$ cat config.mk
export PLATFORM = sky130hd
export DESIGN_NAME = bounded_stack_with_search
export DESIGN_NICKNAME = d
export VERILOG_FILES = /design/src/design/bstk_pkg.sv /design/src/design/bstk_datapath.sv /design/src/design/bstk_ctrl.sv /design/src/design/bounded_stack_with_search.sv
export SDC_FILE = /design/constraint.sdc
export NUM_CORES = 1
export LEC_CHECK = 0
export BUFFER_PORTS_ARGS = -buffer_cell sky130_fd_sc_hd__buf_2
export CAP_MARGIN = 20
export CORE_ASPECT_RATIO = 0.5
export CORE_MARGIN = 4
export CORE_UTILIZATION = 50
export CTS_CLUSTER_DIAMETER = 50
export DETAILED_ROUTE_END_ITERATION = 12
export PLACE_DENSITY = 0.79
export SKIP_CTS_REPAIR_TIMING = 1
export SLEW_MARGIN = 20
export SYNTH_ARGS = -nofsm -noshare
export SYNTH_HDL_FRONTEND = slang
export SYNTH_SLANG_ARGS = --single-unit
$ cat constraint.sdc
create_clock -name clk -period 5.1 [get_ports clk]
set_input_delay 1.02 -clock clk [delete_from_list [all_inputs] [get_ports clk]]
set_output_delay 1.02 -clock clk [all_outputs]
set_load 0.02 [all_outputs]
$ cat src/design/bstk_pkg.sv
// shared types, constants and codes for the bounded stack with search
package bstk_pkg;

    localparam int BSTK_DEPTH = 16;
    localparam int WORD_W     = 32;
    localparam int ACT_W      = 3;
    localparam int POS_W      = 5;
    localparam int COUNT_W    = 5;
    localparam int STATUS_W   = 2;

    typedef enum logic [ACT_W-1:0] {
        ACT_PUSH     = 3'd0,
        ACT_POP      = 3'd1,
        ACT_PUSH_BOT = 3'd2,
        ACT_POP_BOT  = 3'd3,
        ACT_INSERT   = 3'd4,
        ACT_FIND     = 3'd5
    } bstk_action_t;

    typedef enum logic [STATUS_W-1:0] {
        STS_OK    = 2'd0,
        STS_FULL  = 2'd1,
        STS_EMPTY = 2'd2
    } bstk_status_t;

    typedef enum logic [3:0] {
        ST_IDLE,
        ST_DECODE,
        ST_WRITE,
        ST_SHIFT_UP,
        ST_POP_WAIT,
        ST_BOT_POP,
        ST_SHIFT_DN,
        ST_SCAN,
        ST_TOP_RD,
        ST_TOP_WAIT,
        ST_OUT
    } bstk_state_t;

    typedef struct packed {
        logic [ACT_W-1:0]         action;
        logic signed [WORD_W-1:0] data_value;
        logic [POS_W-1:0]         position;
    } bstk_req_t;

    typedef struct packed {
        logic signed [WORD_W-1:0] popped_value;
        logic [COUNT_W-1:0]       match_count;
        logic                     found;
        logic signed [WORD_W-1:0] top_value;
        logic [COUNT_W-1:0]       occupancy;
        logic                     is_empty;
        logic [STATUS_W-1:0]      status;
    } bstk_rsp_t;

    typedef struct packed {
        logic         in_load;
        logic         res_clr;
        logic         mem_we;
        logic         wsel_req;
        logic         mem_re;
        logic         cnt_inc;
        logic         cnt_dec;
        logic         match_en;
        logic         pop_load;
        logic         top_load;
        logic         top_clr;
        logic         st_load;
        bstk_status_t st_code;
        logic         out_load;
    } bstk_cmd_t;

    typedef struct packed {
        logic [ACT_W-1:0] action;
        logic [POS_W-1:0] position;
        logic             out_busy;
    } bstk_sts_t;

endpackage

$ cat src/design/bstk_datapath.sv
// stack memory, fill count, request and result registers
module bstk_datapath
    import bstk_pkg::*;
#(
    parameter int DEPTH = BSTK_DEPTH
) (
    input  logic                         clk,
    input  logic                         rst_n,
    input  bstk_cmd_t                    cmd,
    input  logic [$clog2(DEPTH)-1:0]     raddr,
    input  logic [$clog2(DEPTH)-1:0]     waddr,
    output bstk_sts_t                    sts,
    output logic [$clog2(DEPTH+1)-1:0]   cnt,
    input  bstk_req_t                    req_data,
    output logic                         rsp_valid,
    input  logic                         rsp_stall,
    output bstk_rsp_t                    rsp_data
);

    localparam int CW = $clog2(DEPTH + 1);
    localparam int XW = (CW > COUNT_W) ? CW : COUNT_W;
    localparam logic [CW-1:0] FULL_CNT = CW'(DEPTH);

    logic signed [WORD_W-1:0] mem [DEPTH];
    logic signed [WORD_W-1:0] rdata_reg;
    bstk_req_t                req_reg;
    logic [CW-1:0]            cnt_reg, cnt_next;
    logic [CW-1:0]            match_reg;
    logic signed [WORD_W-1:0] popped_reg;
    logic signed [WORD_W-1:0] top_reg;
    bstk_status_t             status_reg;
    bstk_rsp_t                rsp_reg;
    logic                     out_valid_reg, out_valid_next;
    logic signed [WORD_W-1:0] wdata;
    logic [XW-1:0]            match_x;
    logic [XW-1:0]            cnt_x;

    assign wdata = cmd.wsel_req ? req_reg.data_value : rdata_reg;

    // stack storage
    always_ff @(posedge clk)
    begin
        if (cmd.mem_we)
        begin
            mem[waddr] <= wdata;
        end
        if (cmd.mem_re)
        begin
            rdata_reg <= mem[raddr];
        end
    end

    always_comb
    begin
        cnt_next = cnt_reg;
        if (cmd.cnt_inc)
        begin
            cnt_next = cnt_reg + CW'(1);
        end
        else if (cmd.cnt_dec)
        begin
            cnt_next = cnt_reg - CW'(1);
        end
    end

    always_ff @(posedge clk or negedge rst_n)
    begin
        if (!rst_n)
        begin
            cnt_reg <= '0;
        end
        else
        begin
            cnt_reg <= cnt_next;
        end
    end

    always_ff @(posedge clk)
    begin
        if (cmd.in_load)
        begin
            req_reg <= req_data;
        end
        if (cmd.res_clr)
        begin
            match_reg  <= '0;
            popped_reg <= '0;
            status_reg <= STS_OK;
        end
        else
        begin
            if (cmd.match_en && rdata_reg == req_reg.data_value)
            begin
                match_reg <= match_reg + CW'(1);
            end
            if (cmd.pop_load)
            begin
                popped_reg <= rdata_reg;
            end
            if (cmd.st_load)
            begin
                status_reg <= cmd.st_code;
            end
        end
        if (cmd.top_clr)
        begin
            top_reg <= '0;
        end
        else if (cmd.top_load)
        begin
            top_reg <= rdata_reg;
        end
    end

    // result register
    assign match_x = XW'(match_reg);
    assign cnt_x   = XW'(cnt_reg);

    always_ff @(posedge clk)
    begin
        if (cmd.out_load)
        begin
            rsp_reg.popped_value <= popped_reg;
            rsp_reg.match_count  <= match_x[COUNT_W-1:0];
            rsp_reg.found        <= (match_reg != '0);
            rsp_reg.top_value    <= top_reg;
            rsp_reg.occupancy    <= cnt_x[COUNT_W-1:0];
            rsp_reg.is_empty     <= (cnt_reg == '0);
            rsp_reg.status       <= status_reg;
        end
    end

    assign out_valid_next = cmd.out_load | (out_valid_reg & rsp_stall);

    always_ff @(posedge clk or negedge rst_n)
    begin
        if (!rst_n)
        begin
            out_valid_reg <= 1'b0;
        end
        else
        begin
            out_valid_reg <= out_valid_next;
        end
    end

    assign rsp_valid    = out_valid_reg;
    assign rsp_data     = rsp_reg;
    assign cnt          = cnt_reg;
    assign sts.action   = req_reg.action;
    assign sts.position = req_reg.position;
    assign sts.out_busy = out_valid_reg & rsp_stall;

    a_cnt_bound: assert property (@(posedge clk) disable iff (!rst_n)
        cnt_reg <= FULL_CNT)
        else $error("fill count beyond depth");

    a_inc_not_full: assert property (@(posedge clk) disable iff (!rst_n)
        cmd.cnt_inc |-> cnt_reg != FULL_CNT)
        else $error("write into full stack");

    a_dec_not_empty: assert property (@(posedge clk) disable iff (!rst_n)
        cmd.cnt_dec |-> cnt_reg != '0)
        else $error("removal from empty stack");

    a_no_rw_collision: assert property (@(posedge clk) disable iff (!rst_n)
        (cmd.mem_we && cmd.mem_re) |-> waddr != raddr)
        else $error("read and write at one address");

    a_no_overwrite: assert property (@(posedge clk) disable iff (!rst_n)
        cmd.out_load |-> !(out_valid_reg && rsp_stall))
        else $error("result register overwritten while held");

endmodule

$ cat src/design/bstk_ctrl.sv
// sequencer that steps the datapath through each request
module bstk_ctrl
    import bstk_pkg::*;
#(
    parameter int DEPTH = BSTK_DEPTH
) (
    input  logic                         clk,
    input  logic                         rst_n,
    input  logic                         req_valid,
    output logic                         req_stall,
    input  bstk_sts_t                    sts,
    input  logic [$clog2(DEPTH+1)-1:0]   cnt,
    output bstk_cmd_t                    cmd,
    output logic [$clog2(DEPTH)-1:0]     raddr,
    output logic [$clog2(DEPTH)-1:0]     waddr
);

    localparam int AW = $clog2(DEPTH);
    localparam int CW = $clog2(DEPTH + 1);
    localparam int XW = (CW > POS_W) ? CW : POS_W;
    localparam logic [CW-1:0] FULL_CNT = CW'(DEPTH);

    bstk_state_t   state_reg, state_next;
    logic [AW-1:0] idx_reg, idx_next;
    logic [AW-1:0] tgt_reg, tgt_next;
    logic [AW-1:0] wptr_reg, wptr_next;
    logic          wpend_reg, wpend_next;
    logic          done_reg, done_next;

    logic [CW-1:0] cnt_m1;
    logic          full;
    logic          empty;
    logic [XW-1:0] pos_x;
    logic [XW-1:0] cnt_x;
    logic [XW-1:0] ins_x;
    logic [CW-1:0] tgt_calc;

    assign cnt_m1 = cnt - CW'(1);
    assign full   = (cnt == FULL_CNT);
    assign empty  = (cnt == '0);
    assign pos_x  = XW'(sts.position);
    assign cnt_x  = XW'(cnt);
    assign ins_x  = cnt_x - pos_x;

    always_comb
    begin
        case (sts.action)
            ACT_PUSH_BOT: tgt_calc = '0;
            ACT_INSERT:   tgt_calc = (pos_x >= cnt_x) ? '0 : ins_x[CW-1:0];
            default:      tgt_calc = cnt;
        endcase
    end

    always_ff @(posedge clk or negedge rst_n)
    begin
        if (!rst_n)
        begin
            state_reg <= ST_IDLE;
            idx_reg   <= '0;
            tgt_reg   <= '0;
            wptr_reg  <= '0;
            wpend_reg <= 1'b0;
            done_reg  <= 1'b0;
        end
        else
        begin
            state_reg <= state_next;
            idx_reg   <= idx_next;
            tgt_reg   <= tgt_next;
            wptr_reg  <= wptr_next;
            wpend_reg <= wpend_next;
            done_reg  <= done_next;
        end
    end

    always_comb
    begin
        state_next = state_reg;
        idx_next   = idx_reg;
        tgt_next   = tgt_reg;
        wptr_next  = wptr_reg;
        wpend_next = wpend_reg;
        done_next  = done_reg;
        cmd        = '0;
        cmd.st_code = STS_OK;
        raddr      = idx_reg;
        waddr      = wptr_reg;
        req_stall  = 1'b1;

        case (state_reg)
            ST_IDLE:
            begin
                req_stall = 1'b0;
                if (req_valid)
                begin
                    cmd.in_load = 1'b1;
                    cmd.res_clr = 1'b1;
                    state_next  = ST_DECODE;
                end
            end

            ST_DECODE:
            begin
                state_next = ST_TOP_RD;
                case (sts.action)
                    ACT_PUSH, ACT_PUSH_BOT, ACT_INSERT:
                    begin
                        if (full)
                        begin
                            cmd.st_load = 1'b1;
                            cmd.st_code = STS_FULL;
                        end
                        else
                        begin
                            tgt_next = tgt_calc[AW-1:0];
                            if (tgt_calc == cnt)
                            begin
                                state_next = ST_WRITE;
                            end
                            else
                            begin
                                idx_next   = cnt_m1[AW-1:0];
                                wpend_next = 1'b0;
                                done_next  = 1'b0;
                                state_next = ST_SHIFT_UP;
                            end
                        end
                    end
                    ACT_POP:
                    begin
                        if (empty)
                        begin
                            cmd.st_load = 1'b1;
                            cmd.st_code = STS_EMPTY;
                        end
                        else
                        begin
                            cmd.mem_re  = 1'b1;
                            raddr       = cnt_m1[AW-1:0];
                            cmd.cnt_dec = 1'b1;
                            state_next  = ST_POP_WAIT;
                        end
                    end
                    ACT_POP_BOT:
                    begin
                        if (empty)
                        begin
                            cmd.st_load = 1'b1;
                            cmd.st_code = STS_EMPTY;
                        end
                        else
                        begin
                            cmd.mem_re = 1'b1;
                            raddr      = '0;
                            state_next = ST_BOT_POP;
                        end
                    end
                    ACT_FIND:
                    begin
                        if (!empty)
                        begin
                            idx_next   = '0;
                            wpend_next = 1'b0;
                            done_next  = 1'b0;
                            state_next = ST_SCAN;
                        end
                    end
                    default:
                    begin
                        state_next = ST_TOP_RD;
                    end
                endcase
            end

            ST_WRITE:
            begin
                cmd.mem_we   = 1'b1;
                cmd.wsel_req = 1'b1;
                waddr        = tgt_reg;
                cmd.cnt_inc  = 1'b1;
                state_next   = ST_TOP_RD;
            end

            // read one entry down while writing the previous one a place higher
            ST_SHIFT_UP:
            begin
                cmd.mem_we = wpend_reg;
                if (!done_reg)
                begin
                    cmd.mem_re = 1'b1;
                    wpend_next = 1'b1;
                    wptr_next  = idx_reg + AW'(1);
                    if (idx_reg == tgt_reg)
                    begin
                        done_next = 1'b1;
                    end
                    else
                    begin
                        idx_next = idx_reg - AW'(1);
                    end
                end
                else
                begin
                    wpend_next = 1'b0;
                    state_next = ST_WRITE;
                end
            end

            ST_POP_WAIT:
            begin
                cmd.pop_load = 1'b1;
                state_next   = ST_TOP_RD;
            end

            ST_BOT_POP:
            begin
                cmd.pop_load = 1'b1;
                idx_next     = AW'(1);
                wpend_next   = 1'b0;
                done_next    = (cnt == CW'(1));
                state_next   = ST_SHIFT_DN;
            end

            // read one entry up while writing the previous one a place lower
            ST_SHIFT_DN:
            begin
                cmd.mem_we = wpend_reg;
                if (!done_reg)
                begin
                    cmd.mem_re = 1'b1;
                    wpend_next = 1'b1;
                    wptr_next  = idx_reg - AW'(1);
                    if (CW'(idx_reg) == cnt_m1)
                    begin
                        done_next = 1'b1;
                    end
                    else
                    begin
                        idx_next = idx_reg + AW'(1);
                    end
                end
                else
                begin
                    wpend_next  = 1'b0;
                    cmd.cnt_dec = 1'b1;
                    state_next  = ST_TOP_RD;
                end
            end

            ST_SCAN:
            begin
                cmd.match_en = wpend_reg;
                if (!done_reg)
                begin
                    cmd.mem_re = 1'b1;
                    wpend_next = 1'b1;
                    if (CW'(idx_reg) == cnt_m1)
                    begin
                        done_next = 1'b1;
                    end
                    else
                    begin
                        idx_next = idx_reg + AW'(1);
                    end
                end
                else
                begin
                    wpend_next = 1'b0;
                    state_next = ST_TOP_RD;
                end
            end

            ST_TOP_RD:
            begin
                if (empty)
                begin
                    cmd.top_clr = 1'b1;
                    state_next  = ST_OUT;
                end
                else
                begin
                    cmd.mem_re = 1'b1;
                    raddr      = cnt_m1[AW-1:0];
                    state_next = ST_TOP_WAIT;
                end
            end

            ST_TOP_WAIT:
            begin
                cmd.top_load = 1'b1;
                state_next   = ST_OUT;
            end

            ST_OUT:
            begin
                if (!sts.out_busy)
                begin
                    cmd.out_load = 1'b1;
                    state_next   = ST_IDLE;
                end
            end

            default:
            begin
                state_next = ST_IDLE;
            end
        endcase
    end

endmodule

$ cat src/design/bounded_stack_with_search.sv
// top level of the bounded stack with bottom access, positional insert and search
//
// requests enter on req_valid/req_stall with a bstk_req_t payload; each one
// gives exactly one result on rsp_valid/rsp_stall with a bstk_rsp_t payload.
// an item is taken at a clock edge where valid is high and stall is low.
// one request is worked at a time: req_stall is low only while the sequencer
// is idle. the stack memory has one read and one write port, so the cost
// is set by how many entries a request moves or compares.
// push and pop touch only the top entry; a write into a full stack or a pop from
// an empty one sets the status and leaves the stack as it is. each request then
// reads the top entry, if any, for its result. push bottom, insert, pop bottom
// and find move or compare their entries one after another; an empty find has none.
// the next request can be taken in the cycle after the result is loaded.
// the result sits in an output register, so a stalled result stays put while
// the next request is taken and worked; that request then waits for the
// register before its result is loaded.
// reset clears the fill count and all control state; stack contents are not
// cleared and only written entries are ever read.
module bounded_stack_with_search
    import bstk_pkg::*;
#(
    parameter int DEPTH = BSTK_DEPTH
) (
    input  logic      clk,
    input  logic      rst_n,
    input  logic      req_valid,
    output logic      req_stall,
    input  bstk_req_t req_data,
    output logic      rsp_valid,
    input  logic      rsp_stall,
    output bstk_rsp_t rsp_data
);

    localparam int AW = $clog2(DEPTH);
    localparam int CW = $clog2(DEPTH + 1);

    bstk_cmd_t     cmd;
    bstk_sts_t     sts;
    logic [CW-1:0] cnt;
    logic [AW-1:0] raddr;
    logic [AW-1:0] waddr;

    bstk_ctrl #(
        .DEPTH (DEPTH)
    ) u_ctrl (
        .clk       (clk),
        .rst_n     (rst_n),
        .req_valid (req_valid),
        .req_stall (req_stall),
        .sts       (sts),
        .cnt       (cnt),
        .cmd       (cmd),
        .raddr     (raddr),
        .waddr     (waddr)
    );

    bstk_datapath #(
        .DEPTH (DEPTH)
    ) u_datapath (
        .clk       (clk),
        .rst_n     (rst_n),
        .cmd       (cmd),
        .raddr     (raddr),
        .waddr     (waddr),
        .sts       (sts),
        .cnt       (cnt),
        .req_data  (req_data),
        .rsp_valid (rsp_valid),
        .rsp_stall (rsp_stall),
        .rsp_data  (rsp_data)
    );

endmodule
==> flow_metrics.py <==
metrics = {
    "critical_path": {
        "timing.rr.start": "u_datapath.cnt[0]",
        "cp_max_fo": 27,
        "cp-start-kind": "flip-flop",
        "endpoint_kind": "flip-flop",
        "reg2reg_slack_ps": 760,
        "slowest_delay_ps": 640,
        "path_cells": "inv_1 > ha_1 > or4b_1 > clkinv_4 > nor4_1 > nor2_1 > o2bb2ai_4 > buf_12 > mux4_2 > a22oi_1 > nand2_1",
        "worst_r2r_endpoint": "u_datapath.rdata_reg[16]",
        "rr_worst_depth": 11,
        "arrival_ps": 4680,
        "slowest_stage": "o2bb2ai_4",
        "crit_required_ps": 5440,
        "crit_type": "flip-flop to flip-flop",
    },
    "finish": {
        "drive_above_1_share": 0.2258,
        "num_antenna_cells": 0,
        "final_cells": 2703,
        "regMostFlops": "u_datapath.mem",
        "largest_reg_flops": 512,
        "syn2layout_area_growth_pct": 13.65,
        "final_net_count": 1945,
    },
    "sta": {
        "hold_viol": 0,
        "max_freq_mhz": 230.5,
        "worst_hold_slack_ps": 422.3,
        "worstMarginPinSlew_ps": 1048,
        "fin_tns_setup_ps": 0,
        "setup_violations": 0,
        "finalCritPeriodShare": 0.8506,
        "rsz0062_at_grt": "no",
        "slew_viol_final": 0,
        "relSlewSlack": 0.2953,
        "period_needed_ps": 4338,
        "fin_worst_skew_ps": 21.08,
    },
    "clock_network": {
        "cts_sinks": 757,
        "clkTransAtPathRegs_ps": 70,
        "htreeDepth": 3,
        "cts_tree": "yes",
        "cts_buffers": 66,
        "root_buffer": "clkbuf_16",
        "clock_latency_ps": 600,
        "clock_path_buffers": 3,
    },
    "synth": {
        "syn_nets": 1794,
        "synth.avg_cell_area_um2": 16.95,
        "synth_edf_count": 662,
        "synthDistinctLibCells": 66,
        "synth_warnings": 0,
        "ys.flop_type": "edfxtp_1",
        "synth_cells": 1736,
        "synth_seq_cells": 757,
        "synthArstFlopShare": 0.03170,
        "seq_area_frac_synth": 0.7441,
        "synth_area_mm2": 0.02943,
    },
    "power_and_ir_drop": {
        "p_int_mw": 14.49,
        "cellPowerDensity_mw_per_mm2": 666.7,
        "switching_share": 0.3502,
        "p_switching_mw": 7.811,
        "clock_power_share": 0.225,
        "seq_power_share": 0.432,
        "pwr-share-comb": 0.343,
        "vdd_drop_max_mv": 0.5601,
        "leakage_nw": 11.20,
    },
    "run_status": {
        "status": "complete, no violations",
    },
    "min_path": {
        "hp-start": "u_datapath.top_reg[14]",
        "hold_depth": 0,
        "worstHoldPathType": "flip-flop to flip-flop",
        "min_to": "u_datapath.rsp_data[22]",
    },
    "die": {
        "die_area_mm2": 0.06305,
        "ios": 124,
        "initial_core_util": 0.5093,
        "fp.dieH_um": 179.6,
        "die_x_um": 351.1,
        "core_mm2": 0.05779,
        "rows": 62,
    },
    "drt": {
        "post_drt_wl_per_cell_um": 27.21,
        "routed_wl_um": 73560,
        "firstDrtPassIters": 6,
        "final_antenna_net_count": 0,
        "vias_per_cell": 6.239,
        "via_count": 16865,
        "drt_iter0_drc": 2672,
        "drc": 0,
    },
    "global_routing": {
        "grt_max_degree": 95,
        "grt.overflow.total": 0,
        "grtUsageTotal": 0.2338,
        "grt_pass1_wl_um": 109200,
        "grt_pass1_vias": 16729,
        "antenna_found_initial": 0,
    },
    "placed_design": {
        "finalWeightedCongestion": 0.8851,
        "hpwl_um": 41530,
        "port_buffers": 123,
        "dp.cells": 2586,
    },
    "job": {
        "drv_cap": 0,
    },
}
## cells by family (layout without fill, tap and decap cells)
group / after synthesis / after routing / share of synthesized area
xor+xnor: 57 / 57 / 0.01696
mux: 138 / 138 / 0.1021
compound gates: 229 / 229 / 0.04999
simple gates: 431 / 431 / 0.06215
flops: 757 / 757 / 0.7441
fa+ha+maj: 15 / 15 / 0.006547
buf+inv: 109 / 308 / 0.01815
## power by group through the flow
stage                     logic [mW]  registers [mW]  clock network (mW)
after floorplan                 5.40            9.28                   0
after global placement          7.24            9.69                   0
after detailed placement        7.45            9.73                   0
after CTS                       7.59            9.61                5.06
after global routing            8.21            9.71                5.34
final                           7.64            9.64                5.02
## layout make-up
type,count,area (um2)
Multi-Input combinational cell,870,7216
Sequential cell,757,21900
Clock inverter,34,361.6
Inverter,22,87.58
Tap cell,768,960.9
Timing Repair Buffer,170,1151
Fill cell,4106,24340
Clock buffer,82,1773
## how the worst max path moves through the flow
| stage | startpoint | cells past startpoint | slack [ps] | endpoint |
|---|---|---|---|---|
| global placement | u_datapath.cnt[0] | 11 | 1070 | u_datapath.rdata_reg[16] |
| global route | u_datapath.cnt[0] | 11 | 490 | u_datapath.rdata_reg[16] |
| detailed placement | u_datapath.cnt[0] | 11 | 880 | u_datapath.rdata_reg[29] |
| floorplan | rsp_stall | 1 | 1380 | u_datapath.rsp_data[0] |
| finish | u_datapath.cnt[0] | 11 | 760 | u_datapath.rdata_reg[16] |
| CTS | u_datapath.cnt[0] | 11 | 730 | u_datapath.rdata_reg[16] |
## stage by stage
step | total power [mW] | setup slack (ps) | area, um2 | utilization
6_report | 22.30 | 762.1 | 33450 | 0.5788
5_1_grt | 23.26 | 490.0 | 33450 | 0.5788
4_1_cts | 22.26 | 733.3 | 33420 | 0.5783
3_5_place_dp | 17.17 | 876.4 | 31290 | 0.5414
3_3_place_gp | 16.94 | 1066 | 31290 | 0.5414
2_1_floorplan | 14.68 | 1380 | 29440 | -
## synth_stat cells (all sizes together), types with 9 or more instances
cell | n | share of area
nor4 | 10 | 0.0023
nor2 | 58 | 0.0075
dfxtp | 71 | 0.048
ha | 13 | 0.0055
nand3 | 9 | 0.0015
edfxtp | 662 | 0.68
a22oi | 68 | 0.017
o21ai | 21 | 0.0036
clkbuf | 49 | 0.0062
buf | 38 | 0.0089
xnor2 | 21 | 0.0062
dfrtp | 24 | 0.020
a31oi | 14 | 0.0030
a21oi | 84 | 0.014
inv | 21 | 0.0027
nand2 | 297 | 0.038
mux4 | 129 | 0.099
nor3 | 14 | 0.0024
xor2 | 36 | 0.011
## worst max-delay path: cells and delay by family (launching register included)
| family | cells | cell delay (ps) |
|---|---|---|
| and+or+nand+nor | 4 | 1020 |
| DFF | 1 | 580 |
| buffers and inverters | 3 | 680 |
| muxes | 1 | 550 |
| AOI/OAI and AO/OA | 2 | 940 |
| adders and majority gates | 1 | 260 |
## layer usage
layer | track usage | part of all wire | wire (um)
met5 | 0 | 0 | 0
met4 | 0.07430 | 0.031 | 2261
met2 | 0.3623 | 0.47 | 34500
met1 | 0.3287 | 0.38 | 27900
met3 | 0.06049 | 0.12 | 8896
## cell usage in the layout (no fill, tap or decap), drive strengths merged, types with 3 or more instances in the layout
cell type,count
o21a,6
o32ai,3
nor3,14
inv,25
and2,3
edfxtp,662
and3,6
nor2b,4
o22ai,4
xor2,36
a21o,3
mux2,7
a21oi,84
nor3b,6
clkinv,23
nor2,58
nor4,10
xnor2,21
o21ai,21
o311ai,3
dfxtp,71
o31ai,4
a22oi,68
buf,170
nand3,9
nand2b,3
ha,13
clkbuf,82
bufinv,6
nand4,8
or4b,4
nand2,297
dfrtp,24
a31oi,14
mux4,129
Note: power is estimated with default switching activity, not from simulation.
